[config.mk]
export PLATFORM = sky130hd
export DESIGN_NAME = lru_cache_with_ttl
export DESIGN_NICKNAME = d
export VERILOG_FILES = /design/src/hw/rtl/lruttl_pkg.sv /design/src/hw/rtl/lru_cache_with_ttl.sv /design/src/hw/rtl/lruttl_match.sv /design/src/hw/rtl/lruttl_order.sv
export SDC_FILE = /design/constraint.sdc
export NUM_CORES = 2
export LEC_CHECK = 0
export BUFFER_PORTS_ARGS = -buffer_cell sky130_fd_sc_hd__buf_4
export CORE_MARGIN = 1.5
export CORE_UTILIZATION = 35
export CTS_CLUSTER_SIZE = 20
export DETAILED_ROUTE_END_ITERATION = 6
export SYNTH_ARGS = -nofsm -noshare
export SYNTH_HDL_FRONTEND = slang
export SYNTH_SLANG_ARGS = --single-unit
[constraint.sdc]
create_clock -name clk -period 17.3 [get_ports clk]
set_clock_uncertainty 0.1 [all_clocks]
set_input_delay 1.73 -clock clk [delete_from_list [all_inputs] [get_ports clk]]
set_output_delay 1.73 -clock clk [all_outputs]
set_load 0.02 [all_outputs]
[src/hw/rtl/lruttl_pkg.sv]
// Shared types, constants and a helper function for the LRU cache with expiry.
// Used by lruttl_order and lru_cache_with_ttl; depends on nothing.
`default_nettype none

package lruttl_pkg;

  // Default geometry, handed to the top level as parameter defaults.
  localparam int ENTRIES_DEF    = 16;
  localparam int KEY_BITS_DEF   = 64;
  localparam int VALUE_BITS_DEF = 64;
  localparam int TIME_BITS_DEF  = 40;

  // Fixed field widths.
  localparam int REQ_W = 3;
  localparam int TTL_W = 16;
  localparam int CAP_W = 5;
  localparam int CNT_W = 32;

  localparam logic [CAP_W-1:0] CAP_RESET = 5'd16;

  // Request codes.
  typedef enum logic [REQ_W-1:0] {
    REQ_PUT    = 3'd0,
    REQ_GET    = 3'd1,
    REQ_ERASE  = 3'd2,
    REQ_SETEXP = 3'd3,
    REQ_TICK   = 3'd4
  } req_e_t;

  // Commands from the request decoder to the recency tracker.
  typedef struct packed {
    logic evict_lru;    // drop the least recent entry other than the hit
    logic remove_hit;   // drop the entry that matched the key
    logic promote_hit;  // make the matched entry most recent
    logic insert;       // allocate the lowest free slot as most recent
  } ord_ctrl_t;

  function automatic logic [CNT_W-1:0] sat_inc(input logic [CNT_W-1:0] c, input logic en);
    logic [CNT_W-1:0] r;
    r = c;
    if (en && (c != {CNT_W{1'b1}})) begin
      r = c + CNT_W'(1);
    end
    return r;
  endfunction

endpackage

`default_nettype wire

[src/hw/rtl/lru_cache_with_ttl.sv]
// Top level of the fully associative LRU key-value cache with per-entry expiry.
// Depends on lruttl_pkg and instantiates lruttl_match and lruttl_order.
`default_nettype none

// The cache serves one request per clock while no result waits on a stalled
// consumer. A request is captured in an input register; when it is processed,
// a single pass of logic (the key compare across all entries, the rank update
// and the counter increments) commits the new state and loads the result
// register. The rate is set by the associative compare and rank update over
// ENTRIES entries. Every request yields exactly one result: found and data_out
// report a live get hit, evicted flags a capacity or expiry removal, expired
// flags a get on a lapsed entry, and the three totals are the saturating
// counters as they stand after that request. The input side stalls only while
// the result register holds a result that the consumer has not taken. The
// capacity register is written through the cfg port, which is always ready;
// write it only while the cache is idle. A capacity of zero acts as one and a
// value above ENTRIES acts as ENTRIES. After reset all entries are empty at
// once; there is no clearing pass.
module lru_cache_with_ttl #(
  parameter int ENTRIES    = lruttl_pkg::ENTRIES_DEF,
  parameter int KEY_BITS   = lruttl_pkg::KEY_BITS_DEF,
  parameter int VALUE_BITS = lruttl_pkg::VALUE_BITS_DEF,
  parameter int TIME_BITS  = lruttl_pkg::TIME_BITS_DEF
) (
  input  wire logic                         clk,
  input  wire logic                         rst_n,
  // request channel
  input  wire logic                         in_valid,
  output logic                              in_stall,
  input  wire logic [lruttl_pkg::REQ_W-1:0] in_req_type,
  input  wire logic [KEY_BITS-1:0]          in_key,
  input  wire logic [VALUE_BITS-1:0]        in_data_in,
  input  wire logic [lruttl_pkg::TTL_W-1:0] in_ttl_ticks,
  // result channel
  output logic                              out_valid,
  input  wire logic                         out_stall,
  output logic                              out_found,
  output logic      [VALUE_BITS-1:0]        out_data_out,
  output logic                              out_evicted,
  output logic                              out_expired,
  output logic      [lruttl_pkg::CNT_W-1:0] out_hit_total,
  output logic      [lruttl_pkg::CNT_W-1:0] out_miss_total,
  output logic      [lruttl_pkg::CNT_W-1:0] out_eviction_total,
  // capacity register write port
  input  wire logic                         cfg_valid,
  output logic                              cfg_ready,
  input  wire logic [lruttl_pkg::CAP_W-1:0] cfg_data
);

  localparam int CW   = $clog2(ENTRIES + 1);
  localparam int CMPW = ((CW > lruttl_pkg::CAP_W) ? CW : lruttl_pkg::CAP_W) + 1;

  // Input register.
  logic                         q_vld_r;
  lruttl_pkg::req_e_t           q_req_r;
  logic [KEY_BITS-1:0]          q_key_r;
  logic [VALUE_BITS-1:0]        q_data_r;
  logic [lruttl_pkg::TTL_W-1:0] q_ttl_r;

  // Result register.
  logic                  out_vld_r;
  logic                  found_r, found_nxt;
  logic [VALUE_BITS-1:0] dout_r, dout_nxt;
  logic                  evicted_r, evicted_nxt;
  logic                  expired_r, expired_nxt;

  // Cache state kept here; valid bits and ranks live in the recency tracker.
  logic [lruttl_pkg::CAP_W-1:0] cap_r;
  logic [KEY_BITS-1:0]          key_r   [ENTRIES];
  logic [VALUE_BITS-1:0]        val_r   [ENTRIES];
  logic [TIME_BITS-1:0]         exp_r   [ENTRIES];
  logic [ENTRIES-1:0]           armed_r, armed_nxt;
  logic [TIME_BITS-1:0]         now_r, now_nxt;
  logic [lruttl_pkg::CNT_W-1:0] hit_cnt_r, hit_cnt_nxt;
  logic [lruttl_pkg::CNT_W-1:0] miss_cnt_r, miss_cnt_nxt;
  logic [lruttl_pkg::CNT_W-1:0] evict_cnt_r, evict_cnt_nxt;

  logic                  fire;
  logic                  in_take;
  logic [ENTRIES-1:0]    valid_vec;
  logic [CW-1:0]         count;
  logic [ENTRIES-1:0]    hit_oh;
  logic [ENTRIES-1:0]    rm_oh;
  logic [ENTRIES-1:0]    ins_oh;
  logic                  hit_any;
  lruttl_pkg::ord_ctrl_t ord_ctrl;

  logic [VALUE_BITS-1:0] val_sel;
  logic [TIME_BITS-1:0]  exp_sel;
  logic                  armed_sel;
  logic                  lapsed;
  logic [CMPW-1:0]       cap_ext;
  logic [CMPW-1:0]       cap_eff;
  logic [CMPW-1:0]       after_cnt;
  logic [TIME_BITS:0]    exp_sum;
  logic [TIME_BITS-1:0]  exp_new;
  logic                  do_put;
  logic                  do_setexp;
  logic                  hit_inc;
  logic                  miss_inc;
  logic                  evict_inc;

  // A request is processed when the input register holds one and the result
  // register is empty or is being emptied in this cycle.
  assign fire      = q_vld_r && (!out_vld_r || !out_stall);
  assign in_stall  = q_vld_r && !fire;
  assign in_take   = in_valid && !in_stall;
  assign cfg_ready = 1'b1;

  lruttl_match #(
    .ENTRIES  (ENTRIES),
    .KEY_BITS (KEY_BITS)
  ) u_match (
    .valid_i  (valid_vec),
    .keys_i   (key_r),
    .key_i    (q_key_r),
    .hit_oh_o (hit_oh)
  );

  lruttl_order #(
    .ENTRIES (ENTRIES)
  ) u_order (
    .clk      (clk),
    .rst_n    (rst_n),
    .ctrl_i   (ord_ctrl),
    .hit_oh_i (hit_oh),
    .valid_o  (valid_vec),
    .count_o  (count),
    .rm_oh_o  (rm_oh),
    .ins_oh_o (ins_oh)
  );

  // Fields of the matching entry, selected by the one-hot compare result.
  always_comb begin
    val_sel   = '0;
    exp_sel   = '0;
    armed_sel = 1'b0;
    for (int i = 0; i < ENTRIES; i++) begin
      if (hit_oh[i]) begin
        val_sel   = val_sel | val_r[i];
        exp_sel   = exp_sel | exp_r[i];
        armed_sel = armed_sel | armed_r[i];
      end
    end
  end

  assign hit_any = |hit_oh;
  // An armed entry lapses once the current time is strictly past its expiry.
  assign lapsed  = armed_sel && (now_r > exp_sel);

  // Effective capacity: zero acts as one, anything above ENTRIES as ENTRIES.
  always_comb begin
    cap_ext = CMPW'(cap_r);
    if (cap_ext == '0) begin
      cap_eff = CMPW'(1);
    end else if (cap_ext > CMPW'(ENTRIES)) begin
      cap_eff = CMPW'(ENTRIES);
    end else begin
      cap_eff = cap_ext;
    end
    after_cnt = CMPW'(count) + CMPW'(!hit_any);
  end

  // New expiry time, saturating at the largest representable time.
  always_comb begin
    exp_sum = {1'b0, now_r} + (TIME_BITS + 1)'(q_ttl_r);
    exp_new = exp_sum[TIME_BITS] ? {TIME_BITS{1'b1}} : exp_sum[TIME_BITS-1:0];
  end

  // Request decode. Every action is gated by fire so that idle and stalled
  // cycles leave the state untouched.
  always_comb begin
    ord_ctrl    = '0;
    do_put      = 1'b0;
    do_setexp   = 1'b0;
    hit_inc     = 1'b0;
    miss_inc    = 1'b0;
    evict_inc   = 1'b0;
    found_nxt   = 1'b0;
    dout_nxt    = '0;
    evicted_nxt = 1'b0;
    expired_nxt = 1'b0;
    now_nxt     = now_r;
    if (fire) begin
      case (q_req_r)
        lruttl_pkg::REQ_PUT: begin
          // A put that would push the live count past capacity first drops
          // the least recent entry other than the one being written.
          do_put               = 1'b1;
          ord_ctrl.evict_lru   = after_cnt > cap_eff;
          ord_ctrl.promote_hit = hit_any;
          ord_ctrl.insert      = !hit_any;
          evict_inc            = after_cnt > cap_eff;
          evicted_nxt          = after_cnt > cap_eff;
        end
        lruttl_pkg::REQ_GET: begin
          if (!hit_any) begin
            miss_inc = 1'b1;
          end else if (lapsed) begin
            ord_ctrl.remove_hit = 1'b1;
            miss_inc            = 1'b1;
            evict_inc           = 1'b1;
            evicted_nxt         = 1'b1;
            expired_nxt         = 1'b1;
          end else begin
            ord_ctrl.promote_hit = 1'b1;
            hit_inc              = 1'b1;
            found_nxt            = 1'b1;
            dout_nxt             = val_sel;
          end
        end
        lruttl_pkg::REQ_ERASE: begin
          ord_ctrl.remove_hit = hit_any;
        end
        lruttl_pkg::REQ_SETEXP: begin
          do_setexp = hit_any;
        end
        lruttl_pkg::REQ_TICK: begin
          if (now_r != {TIME_BITS{1'b1}}) begin
            now_nxt = now_r + TIME_BITS'(1);
          end
        end
        default: begin
          // Unknown request codes change nothing and report an empty result.
        end
      endcase
    end
    hit_cnt_nxt   = lruttl_pkg::sat_inc(hit_cnt_r, hit_inc);
    miss_cnt_nxt  = lruttl_pkg::sat_inc(miss_cnt_r, miss_inc);
    evict_cnt_nxt = lruttl_pkg::sat_inc(evict_cnt_r, evict_inc);
  end

  // Expiry arming: a put disarms the written entry, a removal disarms the
  // removed one and a set-expiry arms the matching entry.
  always_comb begin
    for (int i = 0; i < ENTRIES; i++) begin
      if (do_put && (hit_oh[i] || ins_oh[i])) begin
        armed_nxt[i] = 1'b0;
      end else if (rm_oh[i]) begin
        armed_nxt[i] = 1'b0;
      end else if (do_setexp && hit_oh[i]) begin
        armed_nxt[i] = 1'b1;
      end else begin
        armed_nxt[i] = armed_r[i];
      end
    end
  end

  // Control state.
  always_ff @(posedge clk) begin
    if (!rst_n) begin
      q_vld_r     <= 1'b0;
      out_vld_r   <= 1'b0;
      cap_r       <= lruttl_pkg::CAP_RESET;
      armed_r     <= '0;
      now_r       <= '0;
      hit_cnt_r   <= '0;
      miss_cnt_r  <= '0;
      evict_cnt_r <= '0;
    end else begin
      if (in_take) begin
        q_vld_r <= 1'b1;
      end else if (fire) begin
        q_vld_r <= 1'b0;
      end
      if (fire) begin
        out_vld_r <= 1'b1;
      end else if (!out_stall) begin
        out_vld_r <= 1'b0;
      end
      if (cfg_valid && cfg_ready) begin
        cap_r <= cfg_data;
      end
      armed_r     <= armed_nxt;
      now_r       <= now_nxt;
      hit_cnt_r   <= hit_cnt_nxt;
      miss_cnt_r  <= miss_cnt_nxt;
      evict_cnt_r <= evict_cnt_nxt;
    end
  end

  // Payload: request capture, result capture and entry contents.
  always_ff @(posedge clk) begin
    if (in_take) begin
      q_req_r  <= lruttl_pkg::req_e_t'(in_req_type);
      q_key_r  <= in_key;
      q_data_r <= in_data_in;
      q_ttl_r  <= in_ttl_ticks;
    end
    if (fire) begin
      found_r   <= found_nxt;
      dout_r    <= dout_nxt;
      evicted_r <= evicted_nxt;
      expired_r <= expired_nxt;
    end
    for (int i = 0; i < ENTRIES; i++) begin
      if (do_put && ins_oh[i]) begin
        key_r[i] <= q_key_r;
      end
      if (do_put && (hit_oh[i] || ins_oh[i])) begin
        val_r[i] <= q_data_r;
      end
      if (do_setexp && hit_oh[i]) begin
        exp_r[i] <= exp_new;
      end
    end
  end

  // The counters change only when a request is processed, which needs a free
  // result register, so they hold steady while a result waits.
  assign out_valid          = out_vld_r;
  assign out_found          = found_r;
  assign out_data_out       = dout_r;
  assign out_evicted        = evicted_r;
  assign out_expired        = expired_r;
  assign out_hit_total      = hit_cnt_r;
  assign out_miss_total     = miss_cnt_r;
  assign out_eviction_total = evict_cnt_r;

endmodule

`default_nettype wire

[src/hw/rtl/lruttl_match.sv]
// Associative key compare of the LRU cache: one comparator per entry.
// Uses no package items; instantiated by lru_cache_with_ttl.
`default_nettype none

module lruttl_match #(
  parameter int ENTRIES  = 16,
  parameter int KEY_BITS = 64
) (
  input  wire logic [ENTRIES-1:0]  valid_i,
  input  wire logic [KEY_BITS-1:0] keys_i [ENTRIES],
  input  wire logic [KEY_BITS-1:0] key_i,
  output logic      [ENTRIES-1:0]  hit_oh_o
);

  // Keys of valid entries are unique, so at most one bit is set.
  always_comb begin
    for (int i = 0; i < ENTRIES; i++) begin
      hit_oh_o[i] = valid_i[i] && (keys_i[i] == key_i);
    end
  end

endmodule

`default_nettype wire

[src/hw/rtl/lruttl_order.sv]
// Recency tracker: entry valid bits, recency ranks and the live entry count.
// Depends on lruttl_pkg for the command struct; instantiated by lru_cache_with_ttl.
`default_nettype none

module lruttl_order #(
  parameter int ENTRIES = 16,
  localparam int RW = $clog2(ENTRIES),
  localparam int CW = $clog2(ENTRIES + 1)
) (
  input  wire logic                  clk,
  input  wire logic                  rst_n,
  input  wire lruttl_pkg::ord_ctrl_t ctrl_i,
  input  wire logic [ENTRIES-1:0]    hit_oh_i,
  output logic      [ENTRIES-1:0]    valid_o,
  output logic      [CW-1:0]         count_o,
  output logic      [ENTRIES-1:0]    rm_oh_o,
  output logic      [ENTRIES-1:0]    ins_oh_o
);

  logic [ENTRIES-1:0] valid_r, valid_nxt;
  logic [CW-1:0]      count_r, count_nxt;
  logic [RW-1:0]      rank_r   [ENTRIES];
  logic [RW-1:0]      rank_nxt [ENTRIES];
  logic [RW-1:0]      rank_mid [ENTRIES];

  logic               hit_any;
  logic [RW-1:0]      rank_hit;
  logic [RW-1:0]      rank_hit_mid;
  logic [RW-1:0]      rank_rm;
  logic [CW-1:0]      last_cnt;
  logic [RW-1:0]      last_rank;
  logic [RW-1:0]      tgt_rank;
  logic [ENTRIES-1:0] victim_oh;
  logic [ENTRIES-1:0] rm_oh;
  logic [ENTRIES-1:0] valid_mid;
  logic [ENTRIES-1:0] free_vec;
  logic [ENTRIES-1:0] ins_oh;
  logic               rm_any;

  // Valid ranks always form 0..count-1, so the least recent entry other than
  // the hit has rank count-1, or count-2 when the hit itself holds count-1.
  always_comb begin
    hit_any  = |hit_oh_i;
    rank_hit = '0;
    for (int i = 0; i < ENTRIES; i++) begin
      if (hit_oh_i[i]) begin
        rank_hit = rank_hit | rank_r[i];
      end
    end
    last_cnt  = count_r - CW'(1);
    last_rank = last_cnt[RW-1:0];
    tgt_rank  = (hit_any && (rank_hit == last_rank)) ? (last_rank - RW'(1)) : last_rank;

    for (int i = 0; i < ENTRIES; i++) begin
      victim_oh[i] = valid_r[i] && !hit_oh_i[i] && (rank_r[i] == tgt_rank);
    end

    if (ctrl_i.evict_lru) begin
      rm_oh = victim_oh;
    end else if (ctrl_i.remove_hit) begin
      rm_oh = hit_oh_i;
    end else begin
      rm_oh = '0;
    end
    rm_any = |rm_oh;

    rank_rm = '0;
    for (int i = 0; i < ENTRIES; i++) begin
      if (rm_oh[i]) begin
        rank_rm = rank_rm | rank_r[i];
      end
    end

    // Removal closes the gap above the removed rank.
    for (int i = 0; i < ENTRIES; i++) begin
      rank_mid[i] = rank_r[i] -
                    RW'(rm_any && valid_r[i] && !rm_oh[i] && (rank_r[i] > rank_rm));
    end
    valid_mid = valid_r & ~rm_oh;

    rank_hit_mid = '0;
    for (int i = 0; i < ENTRIES; i++) begin
      if (hit_oh_i[i]) begin
        rank_hit_mid = rank_hit_mid | rank_mid[i];
      end
    end

    // Lowest free slot after the removal.
    free_vec = ~valid_mid;
    ins_oh   = ctrl_i.insert ? (free_vec & (~free_vec + ENTRIES'(1))) : '0;

    for (int i = 0; i < ENTRIES; i++) begin
      if (ctrl_i.promote_hit) begin
        rank_nxt[i] = hit_oh_i[i] ? '0 :
                      rank_mid[i] + RW'(valid_mid[i] && (rank_mid[i] < rank_hit_mid));
      end else if (ctrl_i.insert) begin
        rank_nxt[i] = ins_oh[i] ? '0 : rank_mid[i] + RW'(valid_mid[i]);
      end else begin
        rank_nxt[i] = rank_mid[i];
      end
    end

    valid_nxt = valid_mid | ins_oh;
    count_nxt = count_r - CW'(rm_any) + CW'(|ins_oh);
  end

  always_ff @(posedge clk) begin
    if (!rst_n) begin
      valid_r <= '0;
      count_r <= '0;
      for (int i = 0; i < ENTRIES; i++) begin
        rank_r[i] <= '0;
      end
    end else begin
      valid_r <= valid_nxt;
      count_r <= count_nxt;
      for (int i = 0; i < ENTRIES; i++) begin
        rank_r[i] <= rank_nxt[i];
      end
    end
  end

  assign valid_o  = valid_r;
  assign count_o  = count_r;
  assign rm_oh_o  = rm_oh;
  assign ins_oh_o = ins_oh;

endmodule

`default_nettype wire

# == Yosys cells after proc, flatten, opt, wreduce, memory -nomap -nowiden ==
# Memories as Yosys holds them, arrays and structs flattened.
# Cells that the tools add are included.
# classes
n_addsub,59
magnitude_cmp,35
eq_ne,42
mux,274
bitwise,115
reduce_logical,246
# op_table
cell,count
equality test 64 bit,16
two-way mux 64 bit,16
OR 64 bit,15
two-way mux 40 bit,17
OR 40 bit,15
two-way mux 4 bit,130
OR 4 bit,45
logical AND 1 bit,168
adder 4 x 1 -> 4 bit,32
two-way mux 1 bit,102
"adder 32 x 1 -> 32 bit, second input constant",3
"inequality test 32 bit, second input constant",3
equality test 4 bit,17
> comparator 4 bit,16
< comparator 4 bit,16
subtractor 4 x 1 -> 4 bit,16
OR reduction 3 bit,17
two-way mux 16 bit,3
NOT 16 bit,3
OR reduction 16 bit,3
adder 40 x 16 -> 41 bit,1
"adder 40 x 1 -> 40 bit, second input constant",1
> comparator 40 bit,1
"inequality test 40 bit, second input constant",1
24 further kinds,114
# totals
register_bits,1418
ram_bits,1728
input_bits,157
out_inout_bits,166
word_cells,823
mem_count,3
# memory_table
name,words,word_bits,read_ports,rd_ports_with_merged_regs,wr,line_no,source
val_r,16,64,16,0,16,lru_cache_with_ttl.sv:70,logic [VALUE_BITS-1:0] val_r [ENTRIES];
exp_r,16,40,16,0,16,lru_cache_with_ttl.sv:71,logic [TIME_BITS-1:0] exp_r [ENTRIES];
u_order.rank_r,16,4,16,0,16,lruttl_order.sv:22,logic [RW-1:0] rank_r [ENTRIES];

# == Longest topological paths before layout ==
# depth
word_depth,112
depth_mapped,57
mapped_depth_nobuf,52

# == Cells and area by module ==
# A second synthesis with hierarchy kept.
# unflattened
hier_cells,8717
hier_area_um2,131582.4
# by_module_without_submodules
mod,n_inst,cells_per_inst,area_each_um2,seq_area_each_um2
lru_cache_with_ttl,1,5526,106718.6,90326.6
lruttl_order,1,1582,12961.2,1701.6
lruttl_match,1,1609,11902.7,0.0

# == Least setup slack after synthesis ==
# No wires, ideal clock.
# synth_timing
path_type,register -> register
from,register q_key_r[12]
to,memory u_order.rank_r[0][54] (netlist name)
setup_time_ns,0.078
arrival_ns,11.925
required_ns,17.122
setup_slack_ns,5.197
stages_incl_launch_ff,52
path_buffers,6
period_less_slack_ns,12.103
cell_sequence,edfxtp_1 -> buf_4 -> xor2_1 -> nor4_1 -> nand4_1 -> nor4_4 -> and2_1 -> buf_2 -> clkbuf_1 -> clkbuf_1 -> buf_1 -> a22oi_1 -> nand2_1 -> nor3_1 -> ha_1 -> a21o_1 -> a21o_1 -> a21o_1 -> [16 not listed] -> a41o_1 -> nor3_1 -> ha_1 -> ha_1 -> xor2_1 -> a22o_1 -> a221oi_1 -> nand3_1 -> nor2_1 -> ha_1 -> o21ai_0 -> nand2b_1 -> a2111oi_0 -> ha_1 -> ha_1 -> xnor2_1 -> or3_1 -> o21ai_1
# synth_lines
item,line_no,source
from (decl),lru_cache_with_ttl.sv:56,logic [KEY_BITS-1:0] q_key_r;
from (signal assigned),lru_cache_with_ttl.sv:286,q_key_r <= in_key;
to (decl),lruttl_order.sv:22,

==> metrics.md <==
| Metric | Value |
|---|---|
| Layout area overhead | 15.6% |
| Post-layout min period | 15.76 ns |
| I/O Buffers | 321 |
| Number of enable-type register cells in the synthesized netlist | 2902 |
| Outcome | finished with violations |
| Core outline area | 0.375 mm^2 |
| Standby leakage power | 50.8 nW |
| Clock-pin slew on the worst setup and hold paths | 0.06 ns |
| Setup repair after global routing missed its margin | false |
| Reported max-cap violation count | 1 |
| Number of levels in the clock H-tree | 5 |
| Filler Cells Inserted | 34000 |
| Setup-failing EPs final | 0 |
| Post-route worst hold slack | 0.404 ns |
| Period Utilization, post-route | 0.911 |
| Largest stage delay, worst path | 1.10 ns |
| Post-route DRC violation count | 0 |
| Commonest non-fill, non-tap cell in the layout | edfxtp_1 |
| I/O pin count | 323 |
| Cells after synthesis | 8896 |
| Number of antenna violations at the first check in global routing | 14 |
| Mean area per synthesized cell | 14.8 um^2 |
| DIE HEIGHT | 617 um |
| Fmax | 63.4 MHz |
| Critical Path AT | 16.45 ns |
| Floorplan die area | 0.380 mm^2 |
| Required time of the worst setup path | 17.99 ns |
| DRT antenna net count | 0 |
| Top library cells by usage in the layout, fill and taps aside | 2902 x edfxtp_1, 1040 x xnor2_1, 675 x buf_4 |
| Dominant register cell in the synthesized netlist | edfxtp_1 |
| Failing checks | capacitance limit, slew limit |
| Detail-routed via count per cell | 5.60 |
| Number of buffers inserted to repair setup after CTS | 0 |
| Buf+Inv Stages, Crit Path | 4 |
| Worst-case headroom to the max-slew limit | -0.00470 |
| HPWL after detailed placement | 277000 um |
| Synthesized netlist net count | 9341 |
| Routability Congestion | 0.958 |
| Most frequent cell on the critical path | ha_1 |
| Logic depth of the worst path, buffers included | 49 |
| Startpoint class of the critical path | register |
| Met2 routed WL | 204000 um |
| # resized after CTS | 0 |
| Buffer levels on the longest clock path | 4 |
| Transition time at the pin with the least slew margin | 1.49 ns |
| R2r setup slk | 1.54 ns |
| Number of warnings issued by yosys | 0 |
| CP Capture Type | register |
| Netlist area before placement | 0.132 mm^2 |
| Total clock buffers created by CTS | 336 |
| Crit path max fanout | 15 |
| Total detailed-routing wirelength | 444000 um |
| Sum of routed wire segments on met1 | 191000 um |
| Post-detailed-route wirelength per cell | 30.1 um |
| Proportion of layout cells with a drive suffix above 1 | 0.133 |
| Final number of max-transition violations | 1 |
| Number of distinct library cells after synthesis | 98 |
| Largest net degree at the start of global routing | 86 |
| Total congestion overflow after global routing | 0 |
| Portion of the post-synthesis area used by sequential elements | 0.698 |
| Launching element of the worst setup path | q_key_r[53]$_DFFE_PP_ |
| Vias | 82700 |
| Aggregate negative setup slack | 0 ns |
| Sink count of the clock tree | 3146 |
| Total Routing Usage GR | 0.227 |
| Post-synthesis sequential element count | 3146 |
| Count of endpoints failing hold in the final timing report | 0 |
| Worst-skew pair later-pin latency | 0.97 ns |
| Number of global-route vias before repair | 80900 |
| Standard cell with the maximum stage delay on the critical path | nor4_1 |
| Number of cells on the worst reg-to-reg path | 49 |
| Layout Utilization | 0.406 |
| Classification of the worst setup path | reg2reg |
| First-pass GRT wire length | 622000 um |
| Clock tree from TritonCTS | done |
| Detail Route met3 WL | 34200 um |
| DRT Pass-1 Iters | 6 |
| Root Buffer Master | clkbuf_16 |
| Maximum vdd ir drop | 0.0000846 V |
| Placement row count | 225 |
| Hold crit path type | reg2reg |
| Endpoint of the most critical setup path | u_order.rank_r[0][53]$_SDFF_PN0_ |
| Highest metal layer with signal wires | met5 |
| Pwr dens | 104 mW/mm^2 |
| Kind of cell with the highest combined delay on the critical path | simple AND/OR/NAND/NOR gates |
| Post-synth ARST share | 0 |
| Fin nets | 9936 |
| Floorplan die width | 617 um |
| Terminus of the critical flop-to-flop path | u_order.rank_r[0][53]$_SDFF_PN0_ |
| Start of the worst register-to-register path | q_key_r[53]$_DFFE_PP_ |
| Count of hold-fix buffers inserted at cts | 0 |
| Initial Util | 0.351 |
| Count of routing violations after the opening detailed-route iteration | 9461 |
## layer usage
layer	global-route usage	vias to the layer above
met4	0.0720	10
met3	0.0346	729
met1	0.318	42600
li1	-	35400
met5	0	-
met2	0.361	3898
## power breakdown
| part | switching, W | internal, W |
|---|---|---|
| logic | 0.000252 | 0.000150 |
| registers | 0.0000825 | 0.00832 |
| clock network | 0.00306 | 0.00395 |
## cells by family (layout without fill, tap and decap cells)
group,after synthesis,count (layout),share of synthesized area
AOI/OAI and AO/OA,1559,1559,0.0864
DFF,3146,3146,0.698
muxes,16,16,0.00126
xor gates and xnor gates,1292,1292,0.0880
other,1,7,0.0000284
adders and majority gates,288,288,0.0274
buffers and inverters,628,1495,0.0225
and+or+nand+nor,1966,1966,0.0763
## through the flow
stage	cell area [um^2]	cells	total power, W	setup WS [ns]
after floorplan	132000	8896	0.00877	5.20
after global placement	142000	14100	0.00896	1.37
after detailed placement	142000	14100	0.00897	1.72
after CTS	152000	14800	0.0159	1.70
after global routing	152000	14800	0.0162	1.02
final	152000	14800	0.0158	1.54
## worst min path at each step
stage	start	endpoint	slack [ns]	cells after the start
CTS	q_vld_r$_SDFFE_PN0P_	out_valid$_SDFFE_PN0P_	0.39	2
detailed placement	q_vld_r$_SDFFE_PN0P_	out_valid$_SDFFE_PN0P_	0.38	2
global route	q_vld_r$_SDFFE_PN0P_	out_valid$_SDFFE_PN0P_	0.42	2
floorplan	q_vld_r$_SDFFE_PN0P_	out_valid$_SDFFE_PN0P_	0.35	2
finish	out_hit_total[7]$_SDFFE_PN0P_	out_hit_total[7]$_SDFFE_PN0P_	0.40	2
global placement	q_vld_r$_SDFFE_PN0P_	out_valid$_SDFFE_PN0P_	0.38	2
## worst register-to-register path, delay by kind of cell, from the launching register on
| family | cells | cell delay, ns |
|---|---|---|
| compound gates | 21 | 5.61 |
| xor+xnor | 1 | 0.16 |
| fa+ha+maj | 7 | 1.83 |
| buf+inv | 4 | 1.28 |
| flops | 1 | 0.89 |
| simple gates | 16 | 5.84 |
## cells in the mapped netlist, drive strengths merged (122+ instances only)
cell	number	area [um^2]
inv	188	706
xor2	229	2010
a21oi	176	881
clkbuf	191	717
edfxtp	2902	87100
o21ai	173	866
nand2	471	1770
ha	286	3580
a22oi	642	4820
dfxtp	244	4880
a221oi	122	1070
nand3	219	1100
nor3	188	961
nand4	305	1950
buf	243	1520
xnor2	1043	9150
nor2	345	1310
## sequential cells by signal (all words and copies together) (netlist names), 16 cells and up
name and flops:
key_r 1024, val_r 1024, exp_r 640, out_data_out 64
q_data_r 64, q_key_r 64, u_order.rank_r 64, now_r 40
out_eviction_total 32, out_hit_total 32, out_miss_total 32, armed_r 16
q_ttl_r 16, u_order.valid_o 16
## area by class of cell
class	count	area (um^2)	share of cell area
sequential	3146	92000	0.604
multi-input combinational	5122	37400	0.246
clock buffer	431	8930	0.0586
tap	4994	6250	0.0410
timing repair buffer	691	5390	0.0353
clock inverter	179	1660	0.0109
inverter	194	736	0.00483
antenna	6	15.0	0.0000985
Power figures use the tool's default switching activity.
